### src/rtl/lmatp_pkg.sv
// shared constants, types and helpers of the lightmap atlas texel packer
package lmatp_pkg;

    localparam int BLOCK_SIDE    = 128;
    localparam int MAX_GRID_SIDE = 16;

    localparam int BLOCK_BITS    = $clog2(BLOCK_SIDE);
    localparam int GRID_BITS     = $clog2(MAX_GRID_SIDE + 1);
    localparam int SLOT_COL_BITS = (MAX_GRID_SIDE > 1) ? $clog2(MAX_GRID_SIDE) : 1;
    localparam int POS_BITS      = SLOT_COL_BITS + BLOCK_BITS;
    localparam int WIDTH_BITS    = GRID_BITS + BLOCK_BITS;
    localparam int PROD_BITS     = POS_BITS + WIDTH_BITS;

    localparam int CFG_BITS      = 5;
    localparam int CHAN_BITS     = 8;
    localparam int PIX_BITS      = 22;
    localparam int S_DATA_BITS   = 24;
    localparam int M_DATA_BITS   = 56;

    localparam logic [BLOCK_BITS-1:0] BLOCK_LAST = BLOCK_BITS'(BLOCK_SIDE - 1);
    localparam logic [GRID_BITS-1:0]  GRID_MAX   = GRID_BITS'(MAX_GRID_SIDE);
    localparam logic [CHAN_BITS-1:0]  CHAN_FULL  = 8'hFF;

    // texel kinds carried on the input tuser
    localparam logic OP_WHITE    = 1'b0;
    localparam logic OP_LIGHTMAP = 1'b1;

    // texel and position snapshot taken at the input transfer
    typedef struct packed {
        logic                     op;
        logic [CHAN_BITS-1:0]     red;
        logic [CHAN_BITS-1:0]     green;
        logic [CHAN_BITS-1:0]     blue;
        logic [BLOCK_BITS-1:0]    texel_col;
        logic [BLOCK_BITS-1:0]    texel_row;
        logic [SLOT_COL_BITS-1:0] slot_col;
        logic [GRID_BITS-1:0]     slot_row;
        logic [GRID_BITS-1:0]     grid;
        logic                     block_end;
        logic                     outside_grid;
    } texel_snap_t;

    typedef struct packed {
        logic [PIX_BITS-1:0]  pixel_index;
        logic [CHAN_BITS-1:0] out_red;
        logic [CHAN_BITS-1:0] out_green;
        logic [CHAN_BITS-1:0] out_blue;
        logic [CHAN_BITS-1:0] out_alpha;
        logic                 block_end;
        logic                 outside_grid;
    } texel_out_t;

    // channel times four, saturated
    function automatic logic [CHAN_BITS-1:0] overbright(input logic [CHAN_BITS-1:0] c);
        logic [CHAN_BITS+1:0] v;
        v = {c, 2'b00};
        overbright = (v[CHAN_BITS+1:CHAN_BITS] != 2'b00) ? CHAN_FULL : v[CHAN_BITS-1:0];
    endfunction

    // zero means one, large values clip to the largest grid
    function automatic logic [GRID_BITS-1:0] eff_grid(input logic [CFG_BITS-1:0] g);
        logic [GRID_BITS-1:0] r;
        if (g == '0) begin
            r = GRID_BITS'(1);
        end else if (CFG_BITS'(MAX_GRID_SIDE) < g) begin
            r = GRID_MAX;
        end else begin
            r = GRID_BITS'(g);
        end
        eff_grid = r;
    endfunction

endpackage

### src/rtl/lightmap_atlas_texel_packer_unit.sv
// top level of the lightmap atlas texel packer
//
//  channel   | direction | handshake            | payload
//  ----------+-----------+----------------------+----------------------------------------
//  s_        | in        | s_tvalid / s_tready  | tdata red,green,blue; tuser op
//  m_        | out       | m_tvalid / m_tready  | tdata index,rgba; tlast block end;
//            |           |                      | tuser outside grid
//  cfg_      | in        | cfg_valid/cfg_ready  | grid_side
//
// one texel per cycle sustained while m_tready stays high; each input transfer passes
// through the input register and then the result register, the only stages.
// reset clears all counters to the first texel of the first slot, grid_side to 1.
// a stalled result holds both stages; each stage frees as soon as it is taken.
// config is always ready and applies from the next texel on.
module lightmap_atlas_texel_packer_unit (
    input  logic                              aclk,
    input  logic                              aresetn,
    input  logic                              s_tvalid,
    output logic                              s_tready,
    input  logic [lmatp_pkg::S_DATA_BITS-1:0] s_tdata,  // red, green, blue
    input  logic                              s_tuser,  // op
    output logic                              m_tvalid,
    input  logic                              m_tready,
    output logic [lmatp_pkg::M_DATA_BITS-1:0] m_tdata,  // pixel_index, out_red, out_green,
                                                        // out_blue, out_alpha, zero fill
    output logic                              m_tlast,  // block_end
    output logic                              m_tuser,  // outside_grid
    input  logic                              cfg_valid,
    output logic                              cfg_ready,
    input  logic [lmatp_pkg::CFG_BITS-1:0]    cfg_data
);
    import lmatp_pkg::*;

    logic [CFG_BITS-1:0] grid_side_reg, grid_side_next;
    logic                snap_valid;
    logic                snap_ready;
    texel_snap_t         snap;
    texel_out_t          res;

    assign cfg_ready      = 1'b1;
    assign grid_side_next = (cfg_valid && cfg_ready) ? cfg_data : grid_side_reg;

    always_ff @(posedge aclk) begin
        if (!aresetn) begin
            grid_side_reg <= CFG_BITS'(1);
        end else begin
            grid_side_reg <= grid_side_next;
        end
    end

    lmatp_pos_tracker u_pos_tracker (
        .aclk       (aclk),
        .aresetn    (aresetn),
        .grid_side  (grid_side_reg),
        .s_tvalid   (s_tvalid),
        .s_tready   (s_tready),
        .s_op       (s_tuser),
        .s_rgb      (s_tdata),
        .snap_valid (snap_valid),
        .snap_ready (snap_ready),
        .snap       (snap)
    );

    lmatp_texel_shade u_texel_shade (
        .aclk       (aclk),
        .aresetn    (aresetn),
        .snap_valid (snap_valid),
        .snap_ready (snap_ready),
        .snap       (snap),
        .res_valid  (m_tvalid),
        .res_ready  (m_tready),
        .res        (res)
    );

    assign m_tdata = {
        (M_DATA_BITS - PIX_BITS - 4*CHAN_BITS)'(0),
        res.out_alpha, res.out_blue, res.out_green, res.out_red, res.pixel_index
    };
    assign m_tlast = res.block_end;
    assign m_tuser = res.outside_grid;

endmodule

### src/rtl/lmatp_pos_tracker.sv
// position counters within block and grid, plus the input register stage
module lmatp_pos_tracker (
    input  logic                             aclk,
    input  logic                             aresetn,
    input  logic [lmatp_pkg::CFG_BITS-1:0]   grid_side,
    input  logic                             s_tvalid,
    output logic                             s_tready,
    input  logic                             s_op,
    input  logic [lmatp_pkg::S_DATA_BITS-1:0] s_rgb,
    output logic                             snap_valid,
    input  logic                             snap_ready,
    output lmatp_pkg::texel_snap_t           snap
);
    import lmatp_pkg::*;

    logic [BLOCK_BITS-1:0]    texel_col_reg, texel_col_next;
    logic [BLOCK_BITS-1:0]    texel_row_reg, texel_row_next;
    logic [SLOT_COL_BITS-1:0] slot_col_reg, slot_col_next;
    logic [GRID_BITS-1:0]     slot_row_reg, slot_row_next;
    logic                     valid_reg, valid_next;
    texel_snap_t              snap_reg, snap_next;

    logic [GRID_BITS-1:0] grid;
    logic [GRID_BITS-1:0] slot_col_inc;
    logic                 outside;
    logic                 col_wrap;
    logic                 row_wrap;
    logic                 accept;

    assign grid         = eff_grid(grid_side);
    assign slot_col_inc = GRID_BITS'(slot_col_reg) + GRID_BITS'(1);
    assign outside      = (slot_row_reg >= grid) || (GRID_BITS'(slot_col_reg) >= grid);
    assign col_wrap     = (texel_col_reg == BLOCK_LAST);
    assign row_wrap     = (texel_row_reg == BLOCK_LAST);

    assign s_tready   = !valid_reg || snap_ready;
    assign accept     = s_tvalid && s_tready;
    assign snap_valid = valid_reg;
    assign snap       = snap_reg;

    always_comb begin
        texel_col_next = texel_col_reg;
        texel_row_next = texel_row_reg;
        slot_col_next  = slot_col_reg;
        slot_row_next  = slot_row_reg;
        // a texel outside the grid leaves every counter alone
        if (accept && !outside) begin
            if (col_wrap) begin
                texel_col_next = '0;
                if (row_wrap) begin
                    texel_row_next = '0;
                    if (slot_col_inc >= grid) begin
                        slot_col_next = '0;
                        slot_row_next = slot_row_reg + GRID_BITS'(1);
                    end else begin
                        slot_col_next = slot_col_inc[SLOT_COL_BITS-1:0];
                    end
                end else begin
                    texel_row_next = texel_row_reg + BLOCK_BITS'(1);
                end
            end else begin
                texel_col_next = texel_col_reg + BLOCK_BITS'(1);
            end
        end
    end

    always_comb begin
        snap_next              = snap_reg;
        snap_next.op           = s_op;
        snap_next.red          = s_rgb[CHAN_BITS-1:0];
        snap_next.green        = s_rgb[2*CHAN_BITS-1:CHAN_BITS];
        snap_next.blue         = s_rgb[3*CHAN_BITS-1:2*CHAN_BITS];
        snap_next.texel_col    = texel_col_reg;
        snap_next.texel_row    = texel_row_reg;
        snap_next.slot_col     = slot_col_reg;
        snap_next.slot_row     = slot_row_reg;
        snap_next.grid         = grid;
        snap_next.block_end    = col_wrap && row_wrap;
        snap_next.outside_grid = outside;
    end

    always_comb begin
        if (accept) begin
            valid_next = 1'b1;
        end else if (snap_ready) begin
            valid_next = 1'b0;
        end else begin
            valid_next = valid_reg;
        end
    end

    always_ff @(posedge aclk) begin
        if (!aresetn) begin
            texel_col_reg <= '0;
            texel_row_reg <= '0;
            slot_col_reg  <= '0;
            slot_row_reg  <= '0;
            valid_reg     <= 1'b0;
        end else begin
            texel_col_reg <= texel_col_next;
            texel_row_reg <= texel_row_next;
            slot_col_reg  <= slot_col_next;
            slot_row_reg  <= slot_row_next;
            valid_reg     <= valid_next;
        end
    end

    always_ff @(posedge aclk) begin
        if (accept) begin
            snap_reg <= snap_next;
        end
    end

endmodule

### src/rtl/lmatp_texel_shade.sv
// pixel index and color computation into the result register
module lmatp_texel_shade (
    input  logic                   aclk,
    input  logic                   aresetn,
    input  logic                   snap_valid,
    output logic                   snap_ready,
    input  lmatp_pkg::texel_snap_t snap,
    output logic                   res_valid,
    input  logic                   res_ready,
    output lmatp_pkg::texel_out_t  res
);
    import lmatp_pkg::*;

    logic       valid_reg, valid_next;
    texel_out_t res_reg, res_next;

    logic [POS_BITS-1:0]   pos_x;
    logic [POS_BITS-1:0]   pos_y;
    logic [WIDTH_BITS-1:0] atlas_w;
    logic [PROD_BITS-1:0]  pix_sum;
    logic                  take;

    assign pos_x   = POS_BITS'(snap.slot_col) * POS_BITS'(BLOCK_SIDE) + POS_BITS'(snap.texel_col);
    assign pos_y   = POS_BITS'(snap.slot_row) * POS_BITS'(BLOCK_SIDE) + POS_BITS'(snap.texel_row);
    assign atlas_w = WIDTH_BITS'(snap.grid) * WIDTH_BITS'(BLOCK_SIDE);
    assign pix_sum = PROD_BITS'(pos_y) * PROD_BITS'(atlas_w) + PROD_BITS'(pos_x);

    assign snap_ready = !valid_reg || res_ready;
    assign take       = snap_valid && snap_ready;
    assign res_valid  = valid_reg;
    assign res        = res_reg;

    always_comb begin
        res_next = '0;
        if (snap.outside_grid) begin
            res_next.outside_grid = 1'b1;
        end else begin
            res_next.pixel_index = pix_sum[PIX_BITS-1:0];
            if (snap.op == OP_LIGHTMAP) begin
                res_next.out_red   = overbright(snap.red);
                res_next.out_green = overbright(snap.green);
                res_next.out_blue  = overbright(snap.blue);
            end else begin
                res_next.out_red   = CHAN_FULL;
                res_next.out_green = CHAN_FULL;
                res_next.out_blue  = CHAN_FULL;
            end
            res_next.out_alpha = CHAN_FULL;
            res_next.block_end = snap.block_end;
        end
    end

    always_comb begin
        if (take) begin
            valid_next = 1'b1;
        end else if (res_ready) begin
            valid_next = 1'b0;
        end else begin
            valid_next = valid_reg;
        end
    end

    always_ff @(posedge aclk) begin
        if (!aresetn) begin
            valid_reg <= 1'b0;
        end else begin
            valid_reg <= valid_next;
        end
    end

    always_ff @(posedge aclk) begin
        if (take) begin
            res_reg <= res_next;
        end
    end

endmodule
### config.mk
export PLATFORM = sky130hd
export DESIGN_NAME = lightmap_atlas_texel_packer_unit
export DESIGN_NICKNAME = d
export VERILOG_FILES = /design/src/rtl/lmatp_pkg.sv /design/src/rtl/lightmap_atlas_texel_packer_unit.sv /design/src/rtl/lmatp_pos_tracker.sv /design/src/rtl/lmatp_texel_shade.sv
export SDC_FILE = /design/constraint.sdc
export NUM_CORES = 1
export LEC_CHECK = 0
export ABC_AREA = 1
export BUFFER_PORTS_ARGS = -buffer_cell sky130_fd_sc_hd__buf_2
export CORE_UTILIZATION = 59
export DETAILED_ROUTE_END_ITERATION = 8
export GPL_TIMING_DRIVEN = 0
export PLACE_DENSITY = 0.88
export SYNTH_ARGS = -nofsm -noshare
export SYNTH_HDL_FRONTEND = slang
export SYNTH_SLANG_ARGS = --single-unit
### constraint.sdc
create_clock -name aclk -period 4.63 [get_ports aclk]
set_input_delay 0.6945 -clock aclk [delete_from_list [all_inputs] [get_ports aclk]]
set_output_delay 0.6945 -clock aclk [all_outputs]
set_load 0.05 [all_outputs]
# Word-level counts from Yosys, hierarchy flattened

Index checks and enable logic that the tools add are counted.

Register bits after elaboration: 140
Output and inout port bits: 61
Bits of input ports: 35
Logic and storage cells: 73

$lt $le $gt $ge: 4
Mux-type cells: 15
$mul: 1
Reductions and logical operators: 19
Equality and inequality tests: 2
Add/subtract/negate cells: 7

Operators by type and width:

| operator                                                      | number |
|---|---|
| 24-bit two-way mux                                            | 1 |
| 8-bit two-way mux                                             | 3 |
| 11-bit by 7-bit adder with 11-bit output                      | 2 |
| 22-bit by 11-bit adder with 22-bit output                     | 1 |
| 11-bit by 5-bit multiplier with 15-bit output                 | 1 |
| 7-bit by 1-bit adder with 7-bit output, second input constant | 2 |
| 7-bit == test, second input constant                          | 2 |
| 7-bit two-way mux                                             | 2 |
| 5-bit >= comparator                                           | 2 |
| 5-bit two-way mux                                             | 2 |
| 2-bit nonzero test                                            | 5 |
| 9-bit two-way mux                                             | 1 |
| 4-bit by 1-bit adder with 5-bit output, second input constant | 1 |
| 5-bit by 1-bit adder with 5-bit output, second input constant | 1 |
| 4-bit by 5-bit >= comparator with 1-bit output                | 1 |
| 5-bit zero test                                               | 1 |
| 5-bit less-than comparator, first input constant              | 1 |
| 1-bit two-way mux                                             | 5 |
| 1-bit logical AND                                             | 4 |
| 4-bit two-way mux                                             | 1 |
| 4-bit AND reduction                                           | 1 |
| 1-bit zero test                                               | 3 |
| 1-bit logical OR                                              | 3 |
| 3-bit AND reduction                                           | 1 |
| 2-bit AND reduction                                           | 1 |

# Logic depth before layout (Yosys ltp)

Gate-level depths: netlist of run 1.

Word-level depth: 8
Mapped depth: 24
Gate-level depth less buffers: 22

# Hierarchy

Synthesis of run 1 repeated with hierarchy kept, for this count alone.

Cells, all modules: 841
Area total of the unflattened synthesis: 7596.0 um^2

By module, submodules not included:

| module                           | sequential area each (um^2) | times used | area each (um^2) | cells an instance |
|---|---|---|---|---|
| lmatp_texel_shade                | 1401.3                      | 1          | 4015.1           | 506 |
| lmatp_pos_tracker                | 2132.0                      | 1          | 3338.2           | 300 |
| lightmap_atlas_texel_packer_unit | 100.1                       | 1          | 242.7            | 35 |

# Least setup slack after synthesis of run 1

OpenSTA, ideal clock, no wires.

Path type: register to register
Start point: reg u_pos_tracker.snap_reg (netlist bit u_pos_tracker.snap[6])
End point: reg u_texel_shade.res_reg (netlist bit u_texel_shade.res[53]), data pin
Cell stages (with the launch flop): 18
Path buffers: 2
Period minus slack after synthesis: 3941 ps
Required time: 4375 ps
Library setup time: 255 ps
Arrival: 3686 ps
Path slack: 689 ps
Path through: edfxtp_1 clkbuf_1 nand2_1 fa_1 fa_1 fa_1 inv_1 ha_1 buf_6 xor2_2 o21a_1 nand2_2 nor2_4 nand3_2 nor2_4 nand2_1 o21ai_1 nor2_1

Word-level cells in the longest chain between the ends: 2

RTL lines:

| item                                          | line                     | text |
|---|---|---|
| from (decl)                                   | lmatp_pos_tracker.sv:21  | `texel_snap_t snap_reg, snap_next;` |
| from (signal assigned)                        | lmatp_pos_tracker.sv:110 | `snap_reg <= snap_next;` |
| 11-bit by 5-bit multiplier with 15-bit output | lmatp_texel_shade.sv:26  | `assign pix_sum = PROD_BITS'(pos_y) * PROD_BITS'(atlas_w) + PROD_BITS'(pos_x);` |
| 22-bit by 11-bit adder with 22-bit output     | lmatp_texel_shade.sv:26  |  |
| to (signal assigned)                          | lmatp_texel_shade.sv:73  | `res_reg <= res_next;` |
| to (decl)                                     | lmatp_texel_shade.sv:15  | `texel_out_t res_reg, res_next;` |

Every way passes these cells.
A chain may end at the register's enable or synchronous reset.

# Worst setup path after layout of run 1

Start point: reg u_pos_tracker.snap_reg (netlist bit u_pos_tracker.snap[6])
End point: reg u_texel_shade.res_reg (netlist bit u_texel_shade.res[54]), data pin

The elaborated chain is that of the path after synthesis.

==> run_results.csv, run 1 <==
group,metric,value,unit
status,status,"finished, final reports clean",
clock_network,clock-sinks,130,
finish,fillCellCount,807,
clock_network,ctsRootBufferMaster,"clkbuf_16",
finish,antenna_cells,0,
worst_setup_path,start_kind,"flop",
placement,place_congestion,0.907,
sta,clock-skew-final,0.00993,ns
worst_setup_path,critical_path_class,"reg2reg",
placement,place_inst,1084,
sta,slew_headroom,44.7,%
finish,mostFrequentLayoutCells,"nand2_1 (211), inv_1 (147), edfxtp_1 (100), buf_2 (93), nor2_1 (53)",
finish,nets,1040,
clock_network,cts_tree,"built",
routing,vias,5867,
floorplanning,die_width,115,um
grt,gr-usage-all-layers,26.6,%
finish,largest_reg_flops,54,
power,peakVddDrop,0.000367,V
synthesis,postSynthAreaPerCell,9.15,um^2
grt,antenna_found_initial,0,
worst_hold_path,worstHoldPathCells,1,
worst_setup_path,required,4.81,ns
job,cap_viol_max_count,0,
routing,ant_nets,0,
clock_network,cts.reportedPaths.clkPinSlew,0.06,ns
floorplanning,die_y,115,um
clock_network,ctsLongestPathBuffers,2,
worst_setup_path,reg2reg_to,"u_texel_shade.res[54]",
finish,finish.instance_area,0.00880,mm^2
worst_setup_path,worst_ep_arrival_time,4.46,ns
clock_network,h-tree-depth,4,
clock_network,clock_latency,0.42,ns
floorplanning,die-area,0.0132,mm^2
routing,first_pass_iters,5,
power,power.density,380,mW/mm^2
finish,multi_input_area,0.00318,mm^2
clock_network,cts_buffers,17,
worst_setup_path,r2r-start,"u_pos_tracker.snap[6]",
finish,drive_gt1_share,17.5,%
synthesis,synth-seq-area-share,48.0,%
floorplanning,rows,40,
floorplanning,boundaryPins,96,
sta,hold_viol_final,0,
synthesis,synth_cells,821,
placement,io_buffers,92,
routing,drc_errors,0,
floorplanning,coreArea,0.0122,mm^2
finish,area_growth,17.2,%
sta,finalSetupViolations,0,
worst_hold_path,hold_path_class,"in2reg",
sta,fin_tns_setup,0,ns
sta,min_period,4.28,ns
grt,grt_max_degree,47,
finish,regArea,0.00360,mm^2
worst_setup_path,cp-end-kind,"flop",
sta,max_freq,0.233,GHz
placement,place_area,0.00825,mm^2
sta,drv_slew,0,
placement,post-dp-hpwl,11.1,mm
worst_setup_path,r2r.worst_path.cells,17,
synthesis,synth-seq-cells,130,
sta,timing.final.crit_share,92.5,%
worst_setup_path,r2r_slack,0.35,ns
routing,initialDrtViolationCount,467,
worst_hold_path,min_from,"s_tdata[18]",
power,power.leakage,4.36,nW
synthesis,syn_area,0.00751,mm^2
synthesis,yosysWarningCount,0,
routing,wl_per_cell,14.9,um
routing,viasPerCell,5.27,
grt,grt_pass1_wl,26.8,mm
clock_network,cts_setup_buffers,0,
synthesis,synthDistinctLibCells,39,
worst_hold_path,min_to,"u_pos_tracker.snap[32]",
routing,drt-total-wl,16.6,mm
grt,grt_pass1_vias,5705,
finish,final_cells,1114,
sta,rsz0062_at_grt,"false",
grt,overflow,0,
sta,worst_pin_slew,0.827,ns
power,finalPower,3.35,mW
worst_setup_path,crit_fanout,11,
floorplanning,start_util,61.5,%
finish,layout.cells.most_common,"nand2_1",
-- repair_timing --
item / 4_1_cts / 5_1_grt
hold buffers: 0 / 0
gates resized for setup: 0 / 2
setup endpoints to repair: 0 / 4
-- critical path: stages (launching register included) --
cell and delay, ns:
edfxtp_1 0.58, nand2_1 0.15, fa_1 0.52, fa_1 0.51, fa_1 0.55, inv_1 0.05, ha_1 0.29, buf_6 0.14
nand3_1 0.12, nand3_2 0.13, nand2_1 0.09, nand3_1 0.06, nor2_1 0.23, nand3_2 0.16, nor3_2 0.22, nand3_1 0.10
nand2_1 0.08, nor2_2 0.05
-- power by group --
part           internal [mW]  total (mW)  switching, mW
clock network          0.797        1.28          0.483
registers               1.34        1.37         0.0320
logic                  0.204       0.693          0.490
-- synthesized netlist by cell type --
cell type | instances | area share [%]
xor2_1 | 11 | 1.3
o2111ai_1 | 1 | 0.12
nand4_1 | 20 | 1.7
o21bai_1 | 3 | 0.30
nor4_1 | 1 | 0.083
ha_1 | 45 | 7.5
buf_1 | 1 | 0.050
clkinv_1 | 2 | 0.10
buf_2 | 1 | 0.067
nor2_2 | 4 | 0.33
conb_1 | 2 | 0.10
xnor2_1 | 4 | 0.47
xor2_2 | 1 | 0.22
fa_1 | 27 | 7.2
o21ai_0 | 13 | 0.87
xnor2_2 | 1 | 0.22
buf_4 | 14 | 1.4
nor3_1 | 5 | 0.33
o211a_1 | 1 | 0.13
buf_6 | 1 | 0.15
nand3_2 | 4 | 0.53
edfxtp_1 | 100 | 40
nand2_2 | 5 | 0.42
or2_2 | 2 | 0.17
nor3_2 | 1 | 0.13
dfxtp_1 | 30 | 8.0
nand3_1 | 36 | 2.4
nor2_1 | 53 | 2.6
and3_1 | 1 | 0.083
inv_1 | 148 | 7.4
nand2_1 | 211 | 11
a31oi_1 | 1 | 0.083
o21ai_1 | 2 | 0.13
a21oi_1 | 45 | 3.0
nand3b_1 | 3 | 0.30
inv_2 | 3 | 0.15
o21a_1 | 2 | 0.20
clkbuf_1 | 11 | 0.55
nor2_4 | 5 | 0.75
-- cell families after synthesis --
family / Yosys count / synth area share, %
other: 2 / 0.100
flip-flops: 130 / 48.0
AND/OR/NAND/NOR: 351 / 20.4
buffers and inverters: 181 / 9.86
AO/OA/AOI/OAI: 68 / 4.83
XOR/XNOR: 17 / 2.18
adder cells (fa/ha/maj): 72 / 14.7
-- through the flow --
step	setup WS [ns]	hold slack [ns]	util [%]
after floorplan	0.689	0.424	-
after global placement	0.146	0.447	67.0
after detailed placement	0.305	0.456	67.5
after CTS	0.207	0.439	72.1
after global routing	0.0493	0.436	72.1
final	0.347	0.446	72.1
-- worst max path at each step --
stage                     cells past startpoint                   from               endpoint
after floorplan                              17  u_pos_tracker.snap[6]  u_texel_shade.res[53]
after global placement                        3               m_tready  u_texel_shade.res[55]
after detailed placement                     18  u_pos_tracker.snap[5]  u_texel_shade.res[54]
after CTS                                    18  u_pos_tracker.snap[5]  u_texel_shade.res[54]
after global routing                         17  u_pos_tracker.snap[6]  u_texel_shade.res[54]
final                                        17  u_pos_tracker.snap[6]  u_texel_shade.res[54]
-- layout make-up --
class | count | area share (%)
flip-flops and latches | 130 | 40.9
multi-input cells | 511 | 36.2
clock inverters | 12 | 1.32
well taps | 168 | 2.39
repair buffers | 94 | 5.77
clock buffers | 20 | 5.07
plain buffers | 26 | 1.82
inverters | 153 | 6.52
-- per-layer routing --
metal | GRT usage, % | wire (um)
met1 | 29.5 | 6420
met2 | 48.4 | 8730
met3 | 6.01 | 942
met4 | 12.4 | 558
met5 | 0 | 0
Power figures use the tool's default switching activity.
==> run 2: changes to the inputs <==
--- a/config.mk
+++ b/config.mk
@@ -7,10 +7,10 @@
 export LEC_CHECK = 0
 export ABC_AREA = 1
 export BUFFER_PORTS_ARGS = -buffer_cell sky130_fd_sc_hd__buf_2
-export CORE_UTILIZATION = 59
+export CORE_UTILIZATION = 30
 export DETAILED_ROUTE_END_ITERATION = 8
 export GPL_TIMING_DRIVEN = 0
-export PLACE_DENSITY = 0.88
+export PLACE_DENSITY = 0.54
 export SYNTH_ARGS = -nofsm -noshare
 export SYNTH_HDL_FRONTEND = slang
 export SYNTH_SLANG_ARGS = --single-unit
==> run_results.csv, run 2 (synthesis results as in run 1) <==
group,metric,value,unit
status,status,"finished, final reports clean",
power,peakVddDrop,0.000230,V
floorplanning,start_util,30.7,%
sta,rsz0062_at_grt,"false",
finish,drive_gt1_share,18.1,%
worst_setup_path,critical_path_class,"reg2reg",
job,cap_viol_max_count,0,
clock_network,cts_tree,"built",
grt,grt_pass1_wl,25.0,mm
routing,ant_nets,0,
floorplanning,rows,57,
placement,place_inst,1240,
finish,regArea,0.00360,mm^2
sta,setup_slack,0.416,ns
floorplanning,die-area,0.0257,mm^2
worst_setup_path,required,4.80,ns
worst_setup_path,crit_chain,"nand2_1, inv_1, fa_1, fa_1, inv_1, fa_1, inv_1, ha_1, nand2_1, nand2_1, inv_2, nand2_2, nand2_1, nand2_2, inv_2, nor2_4, nand3_2, nor2_4, nand2_1, o21ai_1, nor2_1",
placement,pre_cts_ws,0.235,ns
finish,fillCellCount,2502,
floorplanning,die_width,160,um
clock_network,cts.reportedPaths.clkPinSlew,0.06,ns
clock_network,ctsRootBufferMaster,"clkbuf_16",
placement,io_buffers,92,
finish,multi_input_area,0.00318,mm^2
floorplanning,coreArea,0.0245,mm^2
finish,antenna_cells,0,
routing,first_pass_iters,4,
clock_network,ctsLongestPathBuffers,2,
sta,slew_headroom,52.0,%
sta,finalSetupViolations,0,
placement,post-dp-hpwl,11.4,mm
routing,viasPerCell,4.23,
sta,max_freq,0.237,GHz
power,finalPower,3.46,mW
floorplanning,die_y,160,um
worst_setup_path,cpLargestDelayFamily,"adder cells",
grt,grt_pass1_vias,5122,
placement,place_congestion,0.798,
worst_setup_path,crit_fanout,11,
grt,overflow,0,
finish,finish.instance_area,0.00906,mm^2
worst_setup_path,worst_ep_arrival_time,4.38,ns
grt,grt_max_degree,44,
routing,vias,5378,
clock_network,ctsHoldBuffers,0,
clock_network,h-tree-depth,4,
finish,largest_reg_flops,54,
finish,area_growth,20.6,%
routing,drt-total-wl,14.7,mm
power,power.leakage,4.38,nW
worst_hold_path,hold_path_class,"in2reg",
grt,antenna_found_initial,0,
worst_setup_path,start_kind,"flop",
floorplanning,boundaryPins,96,
sta,hold_viol_final,0,
placement,place_area,0.00843,mm^2
clock_network,clock-sinks,130,
finish,final_cells,1270,
grt,gr-usage-all-layers,12.2,%
clock_network,clock_latency,0.42,ns
worst_setup_path,crit_top_cell,"nand2_1",
finish,layout.cells.most_common,"nand2_1",
worst_setup_path,cp-end-kind,"flop",
routing,wl_per_cell,11.6,um
routing,drc_errors,0,
power,power.density,382,mW/mm^2
finish,nets,1040,
worst_setup_path,cp_num_buf_inv,5,
worst_setup_path,slowest_stage,"edfxtp_1",
worst_setup_path,cpPeakStageDelay,0.56,ns
clock_network,cts_buffers,17,
sta,whs,0.450,ns
sta,worst_pin_slew,0.719,ns
sta,timing.final.crit_share,91.0,%
sta,clock-skew-final,0.00926,ns
sta,drv_slew,0,
sta,min_period,4.21,ns
routing,initialDrtViolationCount,308,
finish,mostFrequentLayoutCells,"nand2_1 (211), inv_1 (147), edfxtp_1 (100), buf_2 (93), nor2_1 (53)",
-- run 2: layer usage --
layer | wire (um) | track usage [%] | up-vias
li1 | - | - | 2845
met1 | 7070 | 15.8 | 2439
met2 | 7070 | 20.3 | 84
met3 | 497 | 3.27 | 10
met4 | 95 | 2.73 | 0
met5 | 0 | 0 | -
-- run 2: worst reg2reg max path: cells and delay by family, from the launching register on --
| kind | cells | cell delay [ns] |
|---|---|---|
| fa+ha+maj | 4 | 1.98 |
| flops | 1 | 0.56 |
| simple gates | 11 | 1.04 |
| buf+inv | 5 | 0.25 |
| compound gates | 1 | 0.12 |
-- run 2: what timing repair did --
action | CTS | global route
gates resized for setup | 0 | 2
hold endpoints to repair | 0 | 0
buffers inserted | 0 | 0
endpoints found under the setup margin | 0 | 4
-- run 2: path summary, 6_finish.rpt --
| path | from | end | slack [ns] | depth (start not counted) |
|---|---|---|---|---|
| min reg2reg | u_pos_tracker.snap[0] | u_texel_shade.res[0] | 0.45 | 0 |
| min | s_tuser | u_pos_tracker.snap[54] | 0.45 | 1 |
| max reg2reg | u_pos_tracker.snap[6] | u_texel_shade.res[53] | 0.42 | 21 |
| max | u_pos_tracker.snap[6] | u_texel_shade.res[53] | 0.42 | 21 |
-- run 2: area by class of cell --
type	instances	share of cell area [%]
plain buffers	26	1.77
multi-input cells	511	35.2
clock buffers	17	4.70
repair buffers	94	5.52
flip-flops and latches	130	39.8
well taps	324	4.48
clock inverters	15	2.27
inverters	153	6.34
-- run 2: stage by stage --
step | utilization, % | setup TNS [ns]
after global placement | 34.3 | -4.19
final | 37.0 | 0
after CTS | 37.1 | 0
after detailed placement | 34.5 | 0
after global routing | 37.0 | 0
after floorplan | - | 0
-- run 2: power breakdown --
part | switching (mW) | internal [mW]
clock | 0.516 | 0.906
combinational | 0.471 | 0.201
sequential | 0.0296 | 1.34
total | 1.02 | 2.45
==> run 3: changes to the inputs <==
--- a/config.mk
+++ b/config.mk
@@ -5,12 +5,11 @@
 export SDC_FILE = /design/constraint.sdc
 export NUM_CORES = 1
 export LEC_CHECK = 0
-export ABC_AREA = 1
 export BUFFER_PORTS_ARGS = -buffer_cell sky130_fd_sc_hd__buf_2
-export CORE_UTILIZATION = 30
+export CORE_UTILIZATION = 35
 export DETAILED_ROUTE_END_ITERATION = 8
 export GPL_TIMING_DRIVEN = 0
-export PLACE_DENSITY = 0.54
+export PLACE_DENSITY = 0.6
 export SYNTH_ARGS = -nofsm -noshare
 export SYNTH_HDL_FRONTEND = slang
 export SYNTH_SLANG_ARGS = --single-unit
==> run_results.csv, run 3 <==
group,metric,value,unit
worst_setup_path,critical_path_class,"reg2reg",
synthesis,synth_cells,635,
synthesis,synth.area.top_cells,"edfxtp_1 (41%), dfxtp_1 (8.2%), ha_1 (7.7%), fa_1 (7.4%), and2_1 (3.6%)",
clock_network,clock-sinks,130,
synthesis,synthTopCellsByCount,"edfxtp_1 (100), inv_1 (51), nand2_1 (48), ha_1 (45), and2_1 (42)",
status,failed_checks,"negative setup slack",
power,power.leakage,3.81,nW
finish,largest_reg_flops,54,
status,status,"finished with violations",
floorplanning,coreArea,0.0204,mm^2
synthesis,synth_top_family_by_area,"simple AND/OR/NAND/NOR gates",
synthesis,synth-seq-area-share,49.3,%
routing,initialDrtViolationCount,227,
sta,setup_slack,-0.294,ns
clock_network,cts_buffers,17,
synthesis,synthDistinctLibCells,58,
worst_setup_path,cpLargestDelayFamily,"simple AND/OR/NAND/NOR gates",
finish,final_cells,1035,
floorplanning,die_width,146,um
grt,grt_max_degree,64,
synthesis,syn_area,0.00730,mm^2
synthesis,async_flop_share,0,%
placement,post-dp-hpwl,10.4,mm
clock_network,ctsRootBufferMaster,"clkbuf_16",
synthesis,synth_mux_area_share,2.19,%
routing,drt-total-wl,14.1,mm
placement,io_buffers,91,
routing,viasPerCell,4.71,
sta,max_freq,0.203,GHz
power,peakVddDrop,0.000250,V
synthesis,synth-edff-count,100,
worst_setup_path,crit_top_cell,"fa_1",
sta,finalSetupViolations,5,
sta,drv_slew,0,
finish,drive_gt1_share,23.5,%
finish,nets,859,
worst_setup_path,cpPeakStageDelay,0.54,ns
synthesis,synth-compound-area-share,10.1,%
grt,overflow,0,
finish,layout.cells.most_common,"edfxtp_1",
clock_network,cts_tree,"built",
sta,fin_tns_setup,-0.788,ns
placement,place_congestion,0.814,
synthesis,netlist.top_cell.by_area,"edfxtp_1",
synthesis,yosysMostFrequentCell,"edfxtp_1",
routing,drc_errors,0,
routing,wl_per_cell,13.6,um
floorplanning,rows,52,
floorplanning,die-area,0.0215,mm^2
grt,antenna_found_initial,0,
worst_setup_path,r2r-start,"u_pos_tracker.snap[4]",
grt,grt_pass1_vias,4844,
finish,antenna_cells,0,
floorplanning,boundaryPins,96,
power,power.density,375,mW/mm^2
clock_network,cts.reportedPaths.clkPinSlew,0.05,ns
worst_setup_path,slowest_stage,"or4_4",
synthesis,synth_xor_xnor_area_share,2.64,%
job,cap_viol_max_count,0,
synthesis,synthAdderAreaFrac,15.1,%
placement,place_area,0.00825,mm^2
sta,worst_pin_slew,0.849,ns
worst_setup_path,cp_num_buf_inv,3,
sta,timing.final.crit_share,106,%
worst_setup_path,start_kind,"flop",
power,finalPower,3.37,mW
worst_setup_path,worst_ep_arrival_time,5.18,ns
sta,min_period,4.92,ns
clock_network,clock_latency,0.42,ns
worst_setup_path,crit_fanout,7,
floorplanning,start_util,35.9,%
finish,area_growth,23.0,%
routing,ant_nets,0,
grt,grt_pass1_wl,23.8,mm
worst_setup_path,required,4.89,ns
sta,slew_headroom,43.4,%
sta,hold_viol_final,0,
floorplanning,die_y,146,um
worst_hold_path,min_from,"s_tdata[20]",
finish,mostFrequentLayoutCells,"edfxtp_1 (100), buf_2 (91), inv_1 (48), nand2_1 (46), ha_1 (40)",
worst_hold_path,hold_path_class,"in2reg",
synthesis,yosys.area_share.simple,15.4,%
placement,place_inst,998,
worst_setup_path,crit_chain,"buf_8, and2_4, fa_1, fa_1, inv_2, fa_1, inv_2, ha_4, a21oi_2, xor2_1, or4_4, or4b_4, or4_4, or3_1, a21oi_1",
synthesis,postSynthAreaPerCell,11.5,um^2
synthesis,synth-seq-cells,130,
sta,rsz0062_at_grt,"true",
clock_network,h-tree-depth,4,
sta,clock-skew-final,0.00846,ns
synthesis,synth_top_area_share,41.1,%
clock_network,ctsLongestPathBuffers,2,
synthesis,yosysWarningCount,0,
worst_setup_path,crit_path_start,"u_pos_tracker.snap[4]",
grt,gr-usage-all-layers,13.9,%
finish,finish.instance_area,0.00898,mm^2
routing,first_pass_iters,4,
worst_setup_path,cp-end-kind,"flop",
routing,vias,4873,
synthesis,synthFlopType,"edfxtp_1",
[run 3: per-layer routing]
layer,global-route usage (%),routed length (um),vias up
met2,23.4,6790,67
li1,-,-,2467
met5,0,0,-
met1,17.8,6710,2324
met3,2.72,355,15
met4,5.00,199,0
[run 3: power breakdown]
group / switching, mW / internal [mW] / leakage [nW] / total [mW]
Clock: 0.474 / 0.823 / 0.297 / 1.30
Combinational: 0.451 / 0.256 / 2.29 / 0.707
Sequential: 0.0257 / 1.34 / 1.22 / 1.36
Total: 0.950 / 2.42 / 3.81 / 3.37
[run 3: path summary, 6_finish.rpt]
check,end,slack (ns),cells past startpoint
worst min register to register,grid_side_reg[0],0.49,2
worst min-delay path,u_pos_tracker.snap[34],0.45,1
worst max register to register,u_texel_shade.res[54],-0.29,15
worst max-delay path,u_texel_shade.res[54],-0.29,15
[run 3: cell type report]
| cell class | count | area [um^2] |
|---|---|---|
| inverters | 51 | 191 |
| multi-input cells | 420 | 3530 |
| plain buffers | 35 | 218 |
| well taps | 270 | 338 |
| clock buffers | 26 | 553 |
| flip-flops and latches | 130 | 3600 |
| repair buffers | 97 | 513 |
| fillers | 1908 | 11400 |
| clock inverters | 6 | 36.3 |
[run 3: through the flow]
step	setup WS [ns]	utilization [%]	hold slack (ns)
3_5_place_dp	-0.378	40.5	0.470
3_3_place_gp	-0.336	40.4	0.468
4_1_cts	-0.291	43.8	0.435
2_1_floorplan	-0.118	-	0.442
6_report	-0.294	44.1	0.454
5_1_grt	-0.399	44.1	0.441
[run 3: cell families after synthesis]
kind of cell | after synthesis
fa+ha+maj | 72
xor+xnor | 22
other cells | 2
simple gates | 207
compound gates | 100
mux | 16
buf+inv | 86
flops | 130
[run 3: timing repair]
item / CTS / global route
hold buffers: 0 / 0
buffers inserted: 4 / 1
gates resized for setup: 10 / 13
pin swaps: 2 / 3
setup endpoints to repair: 4 / 5
